[config.mk]
export PLATFORM = sky130hd
export DESIGN_NAME = lin_calc
export DESIGN_NICKNAME = d
export VERILOG_FILES = /design/src/sv/lin_pkg.sv /design/src/sv/lin_calc.sv
export SDC_FILE = /design/constraint.sdc
export NUM_CORES = 2
export LEC_CHECK = 0
export ABC_AREA = 1
export BUFFER_PORTS_ARGS = -buffer_cell sky130_fd_sc_hd__buf_2
export CORE_MARGIN = 2
export CORE_UTILIZATION = 30
export DETAILED_ROUTE_END_ITERATION = 16
export GPL_ROUTABILITY_DRIVEN = 1
export PLACE_DENSITY = 0.49
export SETUP_SLACK_MARGIN = 0.5
export SLEW_MARGIN = 25
export SYNTH_ARGS = -nofsm -noshare
export SYNTH_HDL_FRONTEND = slang
export SYNTH_SLANG_ARGS = --single-unit
[constraint.sdc]
create_clock -name clock -period 7.5 [get_ports clock]
set_clock_uncertainty 0.05 [all_clocks]
set_input_delay 0 -clock clock [delete_from_list [all_inputs] [get_ports clock]]
set_output_delay 0 -clock clock [all_outputs]
set_load 0.01 [all_outputs]
[src/sv/lin_pkg.sv]
// ----------------------------------------------------------------------------
// lin_pkg
// Shared types and constants of the leaky integrator neuron bank.
// ----------------------------------------------------------------------------
`default_nettype none

package lin_pkg;

   localparam int FUNC_BITS     = 2;
   localparam int NEURON_BITS   = 8;
   localparam int VALUE_BITS    = 32;
   localparam int FRAC_BITS     = 16;
   localparam int LEAK_BITS     = FRAC_BITS + 1;
   localparam int REQ_DATA_BITS = 64;
   localparam int RSP_DATA_BITS = 40;

   localparam logic [LEAK_BITS-1:0] LEAK_ONE = LEAK_BITS'(1 << FRAC_BITS);

   typedef enum logic [FUNC_BITS-1:0] {
      FUNC_APPLY     = 2'd0,
      FUNC_LOAD_LEAK = 2'd1,
      FUNC_CLEAR     = 2'd2,
      FUNC_LOAD_PREV = 2'd3
   } func_type;

   typedef struct packed {
      logic                   valid;
      logic                   apply;
      logic [NEURON_BITS-1:0] neuron;
   } stage_type;

endpackage

`default_nettype wire

[src/sv/lin_calc.sv]
// ----------------------------------------------------------------------------
// lin_calc
// Integrator arithmetic: difference, multiply by delta, round and add back.
// ----------------------------------------------------------------------------
`default_nettype none

module lin_calc (
   input  wire logic                                clock,
   input  wire logic                                advance,
   input  wire logic signed [lin_pkg::VALUE_BITS-1:0] prev_value,
   input  wire logic signed [lin_pkg::VALUE_BITS-1:0] sample_value,
   input  wire logic        [lin_pkg::LEAK_BITS-1:0]  leak_value,
   output logic      signed [lin_pkg::VALUE_BITS-1:0] result
);

   localparam int VB        = lin_pkg::VALUE_BITS;
   localparam int FB        = lin_pkg::FRAC_BITS;
   localparam int LB        = lin_pkg::LEAK_BITS;
   localparam int PROD_BITS = VB + 1 + LB + 1;

   localparam logic signed [PROD_BITS-1:0] HALF = PROD_BITS'(1 << (FB - 1));

   logic signed [VB:0]          diff_in;
   logic signed [VB:0]          diff_ff;
   logic        [LB-1:0]        leak_ff;
   logic signed [VB-1:0]        x2_ff;
   logic signed [PROD_BITS-1:0] prod_in;
   logic signed [PROD_BITS-1:0] prod_ff;
   logic signed [VB-1:0]        x3_ff;
   logic signed [PROD_BITS-1:0] rounded;

   assign diff_in = {prev_value[VB-1], prev_value} - {sample_value[VB-1], sample_value};
   assign prod_in = diff_ff * $signed({1'b0, leak_ff});

   always_ff @(posedge clock) begin
      if (advance) begin
         diff_ff <= diff_in;
         leak_ff <= leak_value;
         x2_ff   <= sample_value;
         prod_ff <= prod_in;
         x3_ff   <= x2_ff;
      end
   end

   // scaled product rounded to nearest, ties rounded up
   assign rounded = prod_ff + HALF;
   assign result  = x3_ff + $signed(rounded[FB +: VB]);

endmodule

`default_nettype wire
==> run summary <==
=================================================================================================================
Result of the run ..................................................................................    completed
Weighted congestion at the end of routability-driven global placement ..............................       0.9013
Number of buffers and inverters on the critical path ...............................................            5
Initial antenna violation count ....................................................................            1
Primary FF master, synth ........................................................................... sky130_fd_sc_hd__edfxtp_1
Worst Path Max Fanout ..............................................................................           17
Hold path start .................................................................................... prev_value[3]
Area share of xor/xnor cells in the synthesized design .............................................       2.732%
Number of register bits inferred by synthesis ......................................................          147
Post-synthesis instance area .......................................................................  29820 sq um
Worst Setup Path Type .............................................................................. register to register
Final Setup Violations .............................................................................            0
Area share of the largest cell type after synthesis ................................................       34.64%
Avg Synthesized Cell Area ..........................................................................  7.608 sq um
Number of nets in the final layout .................................................................         4797
Required time of the critical path .................................................................      7.72 ns
Worst path cell trace .............................................................................. nand2_1, fa_1, fa_1, inv_1, fa_1, fa_1, fa_1, inv_1, fa_1, inv_1, ha_1, nand2_1, nor3_1, nand2_1, nor2_1, inv_1, nor2_1, nand2_1, nand3_1, inv_1, nand2_1, nand2_1
Cells taking the most area after synthesis ......................................................... sky130_fd_sc_hd__fa_1 (35%), sky130_fd_sc_hd__edfxtp_1 (15%), sky130_fd_sc_hd__inv_1 (15%)
Number of gates resized after cts ..................................................................            0
Ratio of cells with drive above 1 in the final layout ..............................................       5.648%
Compound-gate portion of the synthesized area ......................................................       4.402%
Number of maximum-capacitance violations ...........................................................            0
Clock-pin slew reported for the worst setup and hold paths after clock tree synthesis ..............      0.08 ns
Area growth from synthesis to final layout .........................................................       11.03%
Post-synthesis instance total ......................................................................         3919
Post-route fraction of the period consumed by the critical path ....................................       87.01%
Main combinational cell family by area after synthesis .............................................  adder cells
Final-report max-slew violation count ..............................................................            0
Global-route congestion overflow total .............................................................            0
Number of core rows ................................................................................          115
Final hold viol count ..............................................................................            0
Total negative setup slack .........................................................................         0 ns
TritonCTS clock tree ...............................................................................        built
Kind of start point of the critical path ...........................................................     register
Number of H-tree levels ............................................................................            4
Post-route worst hold slack ........................................................................   0.02972 ns
Logic depth of the worst register-to-register path .................................................           22
Setup repair after global routing missed its margin ................................................           no
Effective utilization at floorplan .................................................................       30.30%
GRT Util Overall ...................................................................................       18.40%
Master of the slowest instance on the critical path ................................................ sky130_fd_sc_hd__edfxtp_1
Antenna Diode Count ................................................................................            0
Data arrival time of the worst path ................................................................      6.75 ns
Clk Latency, worst-skew pair .......................................................................      0.51 ns
Clock net sink count ...............................................................................          147
Die Width ..........................................................................................     319.3 um
Minimum clock period after layout ..................................................................     6.525 ns
Arithmetic-cell share of the synthesized area counting full adders, half adders and majority gates .       41.95%
Pin count of the biggest net entering global routing ...............................................           87
R2R setup slack ....................................................................................      0.97 ns
Via count of the first global-routing pass .........................................................        24790
Syn. warnings ......................................................................................            0
Count of cell types in the netlist .................................................................           41
Synthesized Nets ...................................................................................         4692
Starting DRC count in detailed routing .............................................................         1457
Worst min-delay path class ......................................................................... primary input to register
Drt wl/cell ........................................................................................     16.89 um
Standard cell core area ............................................................................  98420 sq um
EDFF count, synth ..................................................................................          147
Port bufs ..........................................................................................          114
Share of the yosys chip area belonging to registers ................................................       14.80%
Total clock buffers created by CTS .................................................................           17
Capturing element type of the critical path ........................................................     register
Endpoint of the worst-slack reg-to-reg timing path .................................................  prod_ff[47]
Number of primary I/O pins .........................................................................          115
Number of cells on the critical path ...............................................................           22
First-pass GRT wire length .........................................................................    143000 um
Headroom to the max-slew limit .....................................................................       34.73%
Via-per-instance ratio .............................................................................        4.446
CP delay by family, top ............................................................................  adder cells
Origin of the critical flop-to-flop path ...........................................................   leak_ff[5]
Count of nets left with antenna violations after detail routing ....................................            0
Mux cell area share after synthesis ................................................................           0%
Longest Clk Path Bufs ..............................................................................            2
Worst Max-Slew Pin Slew ............................................................................    0.9791 ns
Fraction of registers with async set/reset .........................................................           0%
Detailed-routing iteration count for the pre-antenna-repair pass ...................................            7
Total wirelength of the detailed-routed design .....................................................     89920 um
Largest area contributor in the synthesized netlist ................................................ sky130_fd_sc_hd__fa_1
Simple-gate share of the synthesized area ..........................................................       19.90%
Buffer type at the clock tree root ................................................................. sky130_fd_sc_hd__clkbuf_16
Final Util .........................................................................................       33.64%
Post-DP HPWL .......................................................................................     76050 um
Number of cells traversed by the worst hold path ...................................................            3
Highest achievable clock rate ......................................................................   0.1532 GHz
Routed vias ........................................................................................        23670
CP max stage delay .................................................................................      0.90 ns
Capture endpoint of the worst hold path ............................................................   diff_ff[3]
Die Outline Area ................................................................................... 101900 sq um
Remaining routing DRC violations ...................................................................            0
Die Span Y .........................................................................................     319.3 um
=================================================================================================================
worst max-delay path by stage:
stage,startpoint,end,slack (ns)
2_1_floorplan,diff_ff[32],prod_ff[47],1.69
3_3_place_gp,leak_ff[2],prod_ff[47],0.96
3_5_place_dp,leak_ff[5],prod_ff[47],1.06
4_1_cts,leak_ff[5],prod_ff[47],1.02
5_1_grt,leak_ff[5],prod_ff[47],0.62
6_report,leak_ff[5],prod_ff[47],0.97
cells in the mapped netlist, drive strengths merged, types with 4 or more instances:
| library cell | number |
|---|---|
| and3 | 4 |
| a21boi | 7 |
| nand3 | 104 |
| nor4 | 9 |
| a31oi | 4 |
| clkbuf | 129 |
| ha | 174 |
| xor2 | 76 |
| o211ai | 6 |
| nand4 | 24 |
| nand2 | 1106 |
| xnor2 | 17 |
| o21a | 4 |
| nand3b | 4 |
| edfxtp | 147 |
| a21o | 17 |
| o21bai | 20 |
| a21oi | 112 |
| inv | 1158 |
| nor2 | 191 |
| nor3 | 25 |
| fa | 516 |
| o21ai | 57 |
layout make-up:
type,instances,area [sq um]
clock inverters,15,180.2
well taps,1287,1610
fillers,10580,65310
repair buffers,216,1562
inverters,1158,4347
flip-flops and latches,147,4414
clock buffers,17,425.4
multi-input cells,2484,20570
registers in the layout, indices dropped and copies added (netlist names):
name,cells
diff_ff,33
prod_ff,33
x2_ff,32
x3_ff,32
leak_ff,17
timing repair:
item | in CTS | in global routing
buffers inserted | 0 | 0
hold endpoints to repair | 59 | 0
hold buffers | 55 | 0
worst register-to-register path, cell delays in order (launching register included):
cell	delay, ns
sky130_fd_sc_hd__edfxtp_1	0.90
sky130_fd_sc_hd__nand2_1	0.17
sky130_fd_sc_hd__fa_1	0.64
sky130_fd_sc_hd__fa_1	0.72
sky130_fd_sc_hd__inv_1	0.19
sky130_fd_sc_hd__fa_1	0.44
sky130_fd_sc_hd__fa_1	0.52
sky130_fd_sc_hd__fa_1	0.54
sky130_fd_sc_hd__inv_1	0.05
sky130_fd_sc_hd__fa_1	0.47
sky130_fd_sc_hd__inv_1	0.04
sky130_fd_sc_hd__ha_1	0.37
sky130_fd_sc_hd__nand2_1	0.13
sky130_fd_sc_hd__nor3_1	0.29
sky130_fd_sc_hd__nand2_1	0.15
sky130_fd_sc_hd__nor2_1	0.14
sky130_fd_sc_hd__inv_1	0.05
sky130_fd_sc_hd__nor2_1	0.08
sky130_fd_sc_hd__nand2_1	0.06
sky130_fd_sc_hd__nand3_1	0.13
sky130_fd_sc_hd__inv_1	0.06
sky130_fd_sc_hd__nand2_1	0.06
sky130_fd_sc_hd__nand2_1	0.04
through the flow:
stage | setup slack (ns) | cells | area, sq um
floorplan | 1.693 | 3919 | 29820
global placement | 0.9569 | 5235 | 31900
detailed placement | 1.063 | 5236 | 31930
CTS | 1.023 | 5323 | 33090
global route | 0.6231 | 5324 | 33110
finish | 0.9746 | 5324 | 33110
metal layers:
layer,vias to the layer above,global-route usage [%],share of wire [%]
met1,11660,24.75,46
met3,76,1.784,3.4
met5,-,0,0
li1,11520,-,-
met4,0,4.874,2.1
met2,417,31.53,49
layout by cell type (no fill, tap or decap), drive strengths merged:
cell type,instances
nor2,191
nor3b,3
edfxtp,147
o311ai,1
xnor2,17
o21ai,57
a31oi,4
and2,2
xor2,76
o211ai,6
a21boi,7
fa,516
clkinvlp,3
nand2,1106
ha,174
a21o,17
nor3,25
a21oi,112
or2,1
clkinv,5
dlygate4sd3,55
buf,161
nor4,9
nand4,24
o21a,4
inv,1165
nand3,104
clkbuf,17
nand3b,4
o21bai,20
and3,4
cells by family (layout without fill, tap and decap cells):
family | Yosys count | in the layout
compound gates | 228 | 228
xor+xnor | 93 | 93
fa+ha+maj | 690 | 690
buf+inv | 1288 | 1406
flops | 147 | 147
simple gates | 1473 | 1473
Power is not shown: default switching activity piles up to over one toggle a cycle in this logic, so the estimate is an artifact.
